<file path="src/hw/rtl/pcrc_pkg.sv">
`timescale 1ns / 1ps

package pcrc_pkg;

   // Reflected CRC-32, zlib flavor
   localparam logic [31:0] CRC_POLY   = 32'hEDB8_8320;
   localparam logic [31:0] CRC_PRESET = 32'hFFFF_FFFF;
   localparam logic [31:0] TYPE_BYTES = 32'd4;

   localparam int QUEUE_DEPTH_DEF = 4;

   // Output sequencer phases for one request
   typedef enum logic [3:0] {
      PH_LEN0 = 4'd0,
      PH_LEN1 = 4'd1,
      PH_LEN2 = 4'd2,
      PH_LEN3 = 4'd3,
      PH_DATA = 4'd4,
      PH_CRC0 = 4'd5,
      PH_CRC1 = 4'd6,
      PH_CRC2 = 4'd7,
      PH_CRC3 = 4'd8
   } phase_type;

   // rsp_tuser bit positions
   localparam int USER_DONE_BIT = 0;
   localparam int USER_ERR_BIT  = 1;

   typedef struct packed {
      logic [7:0]  data;
      logic        first;
      logic        last;
      logic [30:0] length;
      logic [31:0] crc;     // already complemented, valid when last
      logic        err;     // length check, valid when last
   } pcrc_entry_type;

   function automatic logic [31:0] crc_byte(input logic [31:0] crc, input logic [7:0] b);
      logic [31:0] c;
      c = crc ^ {24'd0, b};
      for (int i = 0; i < 8; i++) begin
         c = (c >> 1) ^ (c[0] ? CRC_POLY : 32'd0);
      end
      return c;
   endfunction

endpackage

</file>
<file path="src/hw/rtl/pcrc_front.sv">
`timescale 1ns / 1ps

module pcrc_front (
   input  logic                    clock,
   input  logic                    reset,
   input  logic                    in_valid,
   output logic                    in_ready,
   input  logic [7:0]              data_byte,
   input  logic                    first_byte,
   input  logic                    last_byte,
   input  logic [30:0]             body_length,
   output logic                    push_valid,
   input  logic                    push_ready,
   output pcrc_pkg::pcrc_entry_type push_entry
);
   import pcrc_pkg::*;

   logic [31:0] crc_ff, crc_in;
   logic [31:0] count_ff, count_in;
   logic [30:0] decl_ff, decl_in;

   logic [31:0] crc_base, crc_next;
   logic [31:0] count_base, count_next;
   logic        accept;

   assign in_ready   = push_ready;
   assign push_valid = in_valid;
   assign accept     = in_valid && push_ready;

   always_comb begin
      crc_base   = first_byte ? CRC_PRESET : crc_ff;
      count_base = first_byte ? 32'd0 : count_ff;
      decl_in    = first_byte ? body_length : decl_ff;
      crc_next   = crc_byte(crc_base, data_byte);
      count_next = (count_base == 32'hFFFF_FFFF) ? count_base : count_base + 32'd1;

      push_entry.data   = data_byte;
      push_entry.first  = first_byte;
      push_entry.last   = last_byte;
      push_entry.length = decl_in;
      push_entry.crc    = ~crc_next;
      push_entry.err    = (count_next < TYPE_BYTES) ||
                          ((count_next - TYPE_BYTES) != {1'b0, decl_in});

      crc_in   = last_byte ? CRC_PRESET : crc_next;
      count_in = last_byte ? 32'd0 : count_next;
   end

   always_ff @(posedge clock) begin
      if (reset) begin
         crc_ff   <= CRC_PRESET;
         count_ff <= 32'd0;
         decl_ff  <= 31'd0;
      end else if (accept) begin
         crc_ff   <= crc_in;
         count_ff <= count_in;
         decl_ff  <= decl_in;
      end
   end

endmodule

</file>
<file path="src/hw/rtl/pcrc_queue.sv">
`timescale 1ns / 1ps

module pcrc_queue #(
   parameter int DEPTH = pcrc_pkg::QUEUE_DEPTH_DEF
) (
   input  logic                    clock,
   input  logic                    reset,
   input  logic                    push_valid,
   output logic                    push_ready,
   input  pcrc_pkg::pcrc_entry_type push_entry,
   output logic                    pop_valid,
   input  logic                    pop_ready,
   output pcrc_pkg::pcrc_entry_type pop_entry
);
   import pcrc_pkg::*;

   localparam int PtrW = (DEPTH > 1) ? $clog2(DEPTH) : 1;
   localparam int CntW = $clog2(DEPTH + 1);
   localparam logic [PtrW-1:0] LastPtr = PtrW'(DEPTH - 1);
   localparam logic [CntW-1:0] Full    = CntW'(DEPTH);

   pcrc_entry_type entries [DEPTH];

   logic [PtrW-1:0] wr_ptr_ff, wr_ptr_in, rd_ptr_ff, rd_ptr_in;
   logic [CntW-1:0] count_ff, count_in;
   logic            push, pop;

   assign push_ready = (count_ff != Full);
   assign pop_valid  = (count_ff != '0);
   assign push       = push_valid && push_ready;
   assign pop        = pop_valid && pop_ready;
   assign pop_entry  = entries[rd_ptr_ff];

   always_comb begin
      wr_ptr_in = wr_ptr_ff;
      rd_ptr_in = rd_ptr_ff;
      count_in  = count_ff;
      if (push) begin
         wr_ptr_in = (wr_ptr_ff == LastPtr) ? '0 : wr_ptr_ff + 1'b1;
      end
      if (pop) begin
         rd_ptr_in = (rd_ptr_ff == LastPtr) ? '0 : rd_ptr_ff + 1'b1;
      end
      if (push && !pop) begin
         count_in = count_ff + 1'b1;
      end else if (pop && !push) begin
         count_in = count_ff - 1'b1;
      end
   end

   always_ff @(posedge clock) begin
      if (reset) begin
         wr_ptr_ff <= '0;
         rd_ptr_ff <= '0;
         count_ff  <= '0;
      end else begin
         wr_ptr_ff <= wr_ptr_in;
         rd_ptr_ff <= rd_ptr_in;
         count_ff  <= count_in;
      end
   end

   always_ff @(posedge clock) begin
      if (push) begin
         entries[wr_ptr_ff] <= push_entry;
      end
   end

endmodule

</file>
<file path="src/hw/rtl/pcrc_back.sv">
`timescale 1ns / 1ps

module pcrc_back (
   input  logic                    clock,
   input  logic                    reset,
   input  logic                    pop_valid,
   output logic                    pop_ready,
   input  pcrc_pkg::pcrc_entry_type pop_entry,
   output logic                    out_valid,
   input  logic                    out_ready,
   output logic [7:0]              out_byte,
   output logic                    out_last,
   output logic                    out_done,
   output logic                    out_err
);
   import pcrc_pkg::*;

   phase_type  phase_ff, phase_in;
   logic       started_ff, started_in;
   logic       valid_ff, valid_in;
   logic [7:0] byte_ff, byte_in;
   logic       last_ff, last_in;
   logic       done_ff, done_in;
   logic       err_ff, err_in;

   phase_type  cur_phase, end_phase;
   logic       load_en, emit, at_end;

   assign load_en   = !valid_ff || out_ready;
   assign emit      = load_en && pop_valid;
   assign cur_phase = started_ff ? phase_ff : (pop_entry.first ? PH_LEN0 : PH_DATA);
   assign end_phase = pop_entry.last ? PH_CRC3 : PH_DATA;
   assign at_end    = (cur_phase == end_phase);
   assign pop_ready = load_en && at_end;

   // byte for the current phase
   always_comb begin
      unique case (cur_phase)
         PH_LEN0: byte_in = {1'b0, pop_entry.length[30:24]};
         PH_LEN1: byte_in = pop_entry.length[23:16];
         PH_LEN2: byte_in = pop_entry.length[15:8];
         PH_LEN3: byte_in = pop_entry.length[7:0];
         PH_DATA: byte_in = pop_entry.data;
         PH_CRC0: byte_in = pop_entry.crc[31:24];
         PH_CRC1: byte_in = pop_entry.crc[23:16];
         PH_CRC2: byte_in = pop_entry.crc[15:8];
         PH_CRC3: byte_in = pop_entry.crc[7:0];
         default: byte_in = 8'd0;
      endcase
      last_in = at_end;
      done_in = (cur_phase == PH_CRC3);
      err_in  = (cur_phase == PH_CRC3) && pop_entry.err;
   end

   always_comb begin
      valid_in   = emit ? 1'b1 : (out_ready ? 1'b0 : valid_ff);
      phase_in   = phase_ff;
      started_in = started_ff;
      if (emit) begin
         started_in = !at_end;
         phase_in   = phase_type'(cur_phase + 4'd1);
      end
   end

   always_ff @(posedge clock) begin
      if (reset) begin
         valid_ff   <= 1'b0;
         started_ff <= 1'b0;
         phase_ff   <= PH_LEN0;
      end else begin
         valid_ff   <= valid_in;
         started_ff <= started_in;
         phase_ff   <= phase_in;
      end
   end

   always_ff @(posedge clock) begin
      if (emit) begin
         byte_ff <= byte_in;
         last_ff <= last_in;
         done_ff <= done_in;
         err_ff  <= err_in;
      end
   end

   assign out_valid = valid_ff;
   assign out_byte  = byte_ff;
   assign out_last  = last_ff;
   assign out_done  = done_ff;
   assign out_err   = err_ff;

endmodule

</file>
<file path="src/hw/rtl/png_chunk_crc32_framer_top.sv">
`timescale 1ns / 1ps

// PNG chunk framer with CRC-32. Each request on req_ carries one chunk byte
// (type or data); the block passes it through on rsp_, preceded by the
// four big-endian length bytes when the request is marked first, and
// followed by the four CRC bytes (reflected CRC-32, zlib style, over type
// and data) when it is marked last (req_tlast). The final CRC byte carries
// chunk_done and the length check flag. Rate: a request is taken whenever
// the queue between front and back has room; the back sequencer puts out
// one response per cycle unless rsp_tready stalls it, so a request yields
// one byte for a plain request, 5 with a header or a trailer, 9 with both.
// The queue of QUEUE_DEPTH entries absorbs that difference across a chunk.
module png_chunk_crc32_framer_top #(
   parameter int QUEUE_DEPTH = pcrc_pkg::QUEUE_DEPTH_DEF
) (
   input  logic        clock,
   input  logic        reset,
   input  logic        req_tvalid,
   output logic        req_tready,
   input  logic [39:0] req_tdata,   // [7:0] data_byte, [38:8] body_length, [39] zero
   input  logic        req_tuser,   // [0] first_byte
   input  logic        req_tlast,   // last_byte
   output logic        rsp_tvalid,
   input  logic        rsp_tready,
   output logic [7:0]  rsp_tdata,   // [7:0] out_byte
   output logic [1:0]  rsp_tuser,   // [0] chunk_done, [1] length_error
   output logic        rsp_tlast    // run_last
);
   import pcrc_pkg::*;

   logic           push_valid, push_ready;
   pcrc_entry_type push_entry;
   logic           pop_valid, pop_ready;
   pcrc_entry_type pop_entry;
   logic           done_bit, err_bit;

   // front: CRC update, byte count, length check
   pcrc_front u_front (
      .clock       (clock),
      .reset       (reset),
      .in_valid    (req_tvalid),
      .in_ready    (req_tready),
      .data_byte   (req_tdata[7:0]),
      .first_byte  (req_tuser),
      .last_byte   (req_tlast),
      .body_length (req_tdata[38:8]),
      .push_valid  (push_valid),
      .push_ready  (push_ready),
      .push_entry  (push_entry)
   );

   // decouples the one-per-cycle front (stalled only by a full queue) from the multi-byte back
   pcrc_queue #(
      .DEPTH (QUEUE_DEPTH)
   ) u_queue (
      .clock      (clock),
      .reset      (reset),
      .push_valid (push_valid),
      .push_ready (push_ready),
      .push_entry (push_entry),
      .pop_valid  (pop_valid),
      .pop_ready  (pop_ready),
      .pop_entry  (pop_entry)
   );

   // back: serializes header, byte and trailer into registered output
   pcrc_back u_back (
      .clock     (clock),
      .reset     (reset),
      .pop_valid (pop_valid),
      .pop_ready (pop_ready),
      .pop_entry (pop_entry),
      .out_valid (rsp_tvalid),
      .out_ready (rsp_tready),
      .out_byte  (rsp_tdata),
      .out_last  (rsp_tlast),
      .out_done  (done_bit),
      .out_err   (err_bit)
   );

   assign rsp_tuser[USER_DONE_BIT] = done_bit;
   assign rsp_tuser[USER_ERR_BIT]  = err_bit;

`ifndef NO_ASSERTIONS
   // chunk end always closes the run of its request
   a_done_is_last: assert property (@(posedge clock) disable iff (reset)
      (rsp_tvalid && done_bit) |-> rsp_tlast)
      else $error("chunk_done without tlast");

   // length flag only on the final CRC byte
   a_err_needs_done: assert property (@(posedge clock) disable iff (reset)
      (rsp_tvalid && err_bit) |-> done_bit)
      else $error("length_error outside chunk end");

   // a request is only dropped into the queue when the front takes it
   a_push_matches_accept: assert property (@(posedge clock) disable iff (reset)
      (push_valid && push_ready) |-> (req_tvalid && req_tready))
      else $error("queue push without request accept");
`endif

endmodule
</file>
<file path="config.mk">
export PLATFORM = sky130hd
export DESIGN_NAME = png_chunk_crc32_framer_top
export DESIGN_NICKNAME = d
export VERILOG_FILES = /design/src/hw/rtl/pcrc_pkg.sv /design/src/hw/rtl/pcrc_front.sv /design/src/hw/rtl/pcrc_queue.sv /design/src/hw/rtl/pcrc_back.sv /design/src/hw/rtl/png_chunk_crc32_framer_top.sv
export SDC_FILE = /design/constraint.sdc
export NUM_CORES = 1
export LEC_CHECK = 0
export ABC_AREA = 1
export CORE_UTILIZATION = 58
export DETAILED_ROUTE_END_ITERATION = 8
export DONT_BUFFER_PORTS = 1
export PLACE_DENSITY = 0.74
export RECOVER_POWER = 25
export SLEW_MARGIN = 20
export SYNTH_ARGS = -nofsm -noshare
export SYNTH_HDL_FRONTEND = slang
export SYNTH_HIERARCHICAL = 1
export SYNTH_SLANG_ARGS = --single-unit
</file>
<file path="constraint.sdc">
create_clock -name clock -period 6.15 [get_ports clock]
set_clock_uncertainty 0.2 [all_clocks]
set_input_delay 0.615 -clock clock [delete_from_list [all_inputs] [get_ports clock]]
set_output_delay 0.615 -clock clock [all_outputs]
set_load 0.02 [all_outputs]
</file>
==> results.md <==
- The area of the die is between 30000 and 40000 sq um.
- The maximum cell stage delay along the critical path is 0.46 ns.
- The largest net degree at the start of global routing is 89.
- The number of buffers inserted by hold repair at cts is 11.
- The via count of the first global-routing pass is between 10000 and 15000.
- The maximum clock path buffer count is 3.
- Setup repair after global routing left no endpoint under its margin.
- Counting flops and latches in the post-synthesis netlist gives roughly 420.
- In this run the core area contains 68 standard-cell rows.
- The overall routing resource usage is 0.298.
- The met2 demand-to-capacity share in global routing is 0.467.
- Clock tree synthesis selected as its root buffer the cell sky130_fd_sc_hd__clkbuf_16.
- The smallest setup slack after layout is 1.51 ns.
- The number of endpoints failing setup at the final stage is 0.
- The cell type group with the largest total delay on the critical path is simple AND/OR/NAND/NOR gates.
- The endpoint of the worst setup timing path is u_queue/entries[2][0].
- For this run, the register share of the synthesized area comes to 0.552.
- STA classifies the critical path startpoint as a register.
- Across all hold checks on the routed design, the worst slack comes to about 0.020 ns.
- Counting I/O delays and the setup requirement, the final critical path takes about 4.6 ns.
- The number of fillers in the final layout is 2787.
- During synthesis, Yosys emitted a total of 6 warnings.
- Routability-driven placement finished with a final weighted congestion of 0.928.
- The die is 191 um wide.
- For the worst setup path, the data required time is approximately 6.2 ns.
- The highest-utilization routing layer at the global route stage is met2.
- The logic depth of the worst setup path including buffers is 19.
- For met3 alone, demand over resource in global routing was 0.0676.
- The async set or reset register ratio after synthesis is 0.
- The worst hold path passes through 2 cells.
- The post-route cell area is approximately 22000 sq um.
- The kind of critical path is reg2reg.
- The setup TNS is 0 ns.
- In this run the static leakage power is 8.63 nW.
- In this run the tool buffered the top-level ports with 0 buffer cells.
- In the layout the commonest cells are 407 x sky130_fd_sc_hd__nand2_1, 324 x sky130_fd_sc_hd__nor2_1, 307 x sky130_fd_sc_hd__edfxtp_1.
- The core utilization of the finished layout is 0.639.
- In this run the number of H-tree levels came out at 2.
- Max-cap violations in this run came to 0.
- The number of cells on the worst reg-to-reg path is 19.
- The total core area is approximately 35000 sq um.
- The TritonCTS clock tree is built.
- The register-to-register path setup slack is 1.51 ns.
- The total number of vias is between 15000 and 20000.
- At the pin with the least slew margin, the transition time is ~0.99 ns.
- The routing usage on met1 is 0.416.
- The most numerous cell type found on the critical path is sky130_fd_sc_hd__nand3_1.
- The signal on the critical path passes through inv_1 > nor2_1 > ha_1 > nand2_1 > nor2_2 > nand2_2 > nor2_4 > nand2_4 > buf_4 > inv_2 > o21ai_0 > nand3_1 > nand3_1 > nor3_1 > nand3_1 > nor2_1 > nand3_1 > nor2_1 > nand2_1.
- In this run the remaining antenna-violating nets after routing total 0.
- Once layout is complete, the cells apart from fillers number about 2700.
- The most common cell after layout, fill and taps aside is sky130_fd_sc_hd__nand2_1.
- The starting utilization of the core area is 0.595.
- The arrival time of data at the critical path endpoint is about 4.7 ns.
- The net count of the mapped netlist is 2312.
- After clock tree synthesis, the clock-pin slew on the worst setup and hold paths is approximately 0.06 ns.
- The worst-case IR drop observed on VDD is 0.319 mV.
- The final-report max-slew violation count is 0.
- The number of antenna violations at the first check in global routing is 1.
- The first-pass GRT wire length is 82200 um.
- The count of instances resized after the clock tree is built is 0.
- The post-detailed-placement cell area is between 20000 and 25000 sq um.
- The endpoint class of the critical path is a register.
- Summed over all layers, the routed wires come to approximately 54000 um.
- The TritonCTS sink count is around 420.
- Synthesis handed over a netlist of about 2300 instances.
- At the later pin of the worst-skew pair, clock insertion delay measures 0.57 ns.
- The DRC violation count after routing is 0.
- Before antenna repair, the detailed router went through 6 iterations.
- Tracing the worst setup path back leads to its startpoint at u_front/count_ff[0].
- The slowest stage cell on the critical path is sky130_fd_sc_hd__ha_1.
- The fmax is approximately 220 MHz.
- After synthesis the cells add up to around 21000 sq um.
- The launch point of the worst reg-to-reg path is u_front/count_ff[0].
- Of all nets on the critical path, the largest fanout is 44.
- The number of clock buffers added by TritonCTS is 43.
- In this run the worst hold path is classified as in2reg.
- The predominant post-synthesis flop cell is sky130_fd_sc_hd__edfxtp_1.
- Dividing the detail-routed via count by the number of cells gives between 5 and 6.
- Pin placement for this block handled between 50 and 60 I/O pins.
- The synthesized area per cell is a little over 9 sq um.
- The worst max-slew margin expressed relative to the limit is 0.342.
- The flow ran to the end, and the final reports show no timing, DRC or antenna violations.
- The final number of hold-violating endpoints came to 0.
- Once placement completed, the tool counted placed cells totaling between 2000 and 3000.
- The number of unique standard cell types used by synthesis is 44.
- The fraction of layout instances using a drive strength above 1 is 0.0858.
- The number of design-rule violations left by the first detailed-router iteration is roughly 1800.
- The count of flip-flops with a built-in enable after synthesis is between 300 and 400.
- The final layout contains 2262 nets.
- The power density over cell area is 419 nW/um^2.
- The overall die height is approximately 190 um.
- The half-perimeter wire length of the detailed placement result is approximately 35000 um.
- Buffers added to address setup during post-CTS repair amount to 0.
- The post-synthesis to final-layout area growth is 7.40%.
- The share of the cycle needed by the critical path after routing is 0.755.
- Timing analysis after detailed placement gives a worst setup slack of between 1 and 1.5 ns.
- The count of buffering cells on the critical path with inverters included is 3.
- The completed layout was analyzed and its total power is roughly 9.3 mW.
- The total overflow left after global routing is 0.
- The wire length per cell is 20.0 um.
- In this run the critical register-to-register path is captured at u_queue/entries[2][0].
[sequential cells by signal, summed over array words and instances, names as in the netlist, named ones only]
signal and count:
u_back/out_done 1, u_queue/entries 296, u_back/started_ff 1, u_queue/rd_ptr_ff 2, u_back/out_last 1, u_back/out_valid 1
u_back/out_err 1, u_back/out_byte 8, u_back/phase_ff 4, u_front/count_ff 32, u_queue/count_ff 3, u_front/decl_ff 31
u_front/crc_ff 32, u_queue/wr_ptr_ff 2
[layout make-up]
class | instances | area, sq um | share of cell area
sequential | 417 | 11400 | 0.514
multi-input combinational | 1541 | 7890 | 0.355
clock buffer | 58 | 1170 | 0.0527
inverter | 166 | 631 | 0.0284
tap | 455 | 569 | 0.0256
timing repair buffer | 34 | 270 | 0.0122
clock inverter | 21 | 269 | 0.0121
antenna | 2 | 5.00 | 0.000225
[metal layers]
layer  vias up  share of wire
met1      7742           0.42
met5         -              0
met4         0          0.023
met2       720           0.46
li1       7537              -
met3        89          0.098
[worst register-to-register path: cells and delay by family, from the launching register on]
| family | cells | cell delay [ns] |
|---|---|---|
| AND/OR/NAND/NOR | 14 | 2.59 |
| buffers and inverters | 3 | 0.56 |
| adder cells (fa/ha/maj) | 1 | 0.46 |
| AO/OA/AOI/OAI | 1 | 0.17 |
| flip-flops | 1 | 0.35 |
[how the worst min path moves through the flow]
stage / slack [ns] / start / to
after CTS: 0.004 / req_tlast / u_front/crc_ff[23]
after floorplan: 0.24 / u_front/crc_ff[21] / u_front/crc_ff[21]
after global placement: 0.25 / u_front/crc_ff[19] / u_front/crc_ff[19]
final: 0.02 / req_tlast / u_front/crc_ff[23]
after detailed placement: 0.25 / u_front/crc_ff[25] / u_front/crc_ff[25]
after global routing: 0.02 / req_tlast / u_front/crc_ff[23]
[power breakdown]
| part | total (mW) | internal, mW | switching (mW) | leakage, nW |
|---|---|---|---|---|
| registers | 3.91 | 3.63 | 0.279 | 3.72 |
| clock network | 2.64 | 1.56 | 1.08 | 0.698 |
| logic | 2.77 | 0.741 | 2.03 | 4.22 |
[cell usage after synthesis, types with 2 or more instances]
cell                         n  area, sq um
sky130_fd_sc_hd__xor2_2      2         32.5
sky130_fd_sc_hd__buf_6      23          259
sky130_fd_sc_hd__o21ai_0   184          921
sky130_fd_sc_hd__nor2_2     15         93.8
sky130_fd_sc_hd__nand3_1   116          581
sky130_fd_sc_hd__inv_2       5         18.8
sky130_fd_sc_hd__o22ai_1    82          513
sky130_fd_sc_hd__nor3_1      3         15.0
sky130_fd_sc_hd__ha_1       12          150
sky130_fd_sc_hd__buf_4      21          158
sky130_fd_sc_hd__nand2_1   407         1530
sky130_fd_sc_hd__xnor2_1    37          324
sky130_fd_sc_hd__nor2_1    329         1230
sky130_fd_sc_hd__inv_4       3         18.8
sky130_fd_sc_hd__nor2_4      9          101
sky130_fd_sc_hd__xnor2_2     4         65.1
sky130_fd_sc_hd__clkbuf_2    3         15.0
sky130_fd_sc_hd__xor2_1     62          543
sky130_fd_sc_hd__nand3_2    12          120
sky130_fd_sc_hd__inv_1     157          589
sky130_fd_sc_hd__dfxtp_1   110         2200
sky130_fd_sc_hd__edfxtp_1  307         9220
sky130_fd_sc_hd__nand2_2    12         75.1
sky130_fd_sc_hd__nand3b_1   10         75.1
sky130_fd_sc_hd__clkbuf_1   62          233
sky130_fd_sc_hd__buf_2      18         90.1
sky130_fd_sc_hd__nand4_1    59          369
sky130_fd_sc_hd__nand2_4     3         33.8
sky130_fd_sc_hd__o21ai_1    60          300
sky130_fd_sc_hd__nand3_4     3         52.6
sky130_fd_sc_hd__or2_2      31          194
sky130_fd_sc_hd__a21oi_1    80          400
[cell families after synthesis]
logic type | after synthesis | synth area share
AO/OA/AOI/OAI | 408 | 0.104
buffers and inverters | 295 | 0.0686
flip-flops | 417 | 0.552
XOR/XNOR | 106 | 0.0479
adder cells (fa/ha/maj) | 13 | 0.00822
AND/OR/NAND/NOR | 1014 | 0.219
(Power assumes the default switching activity.)
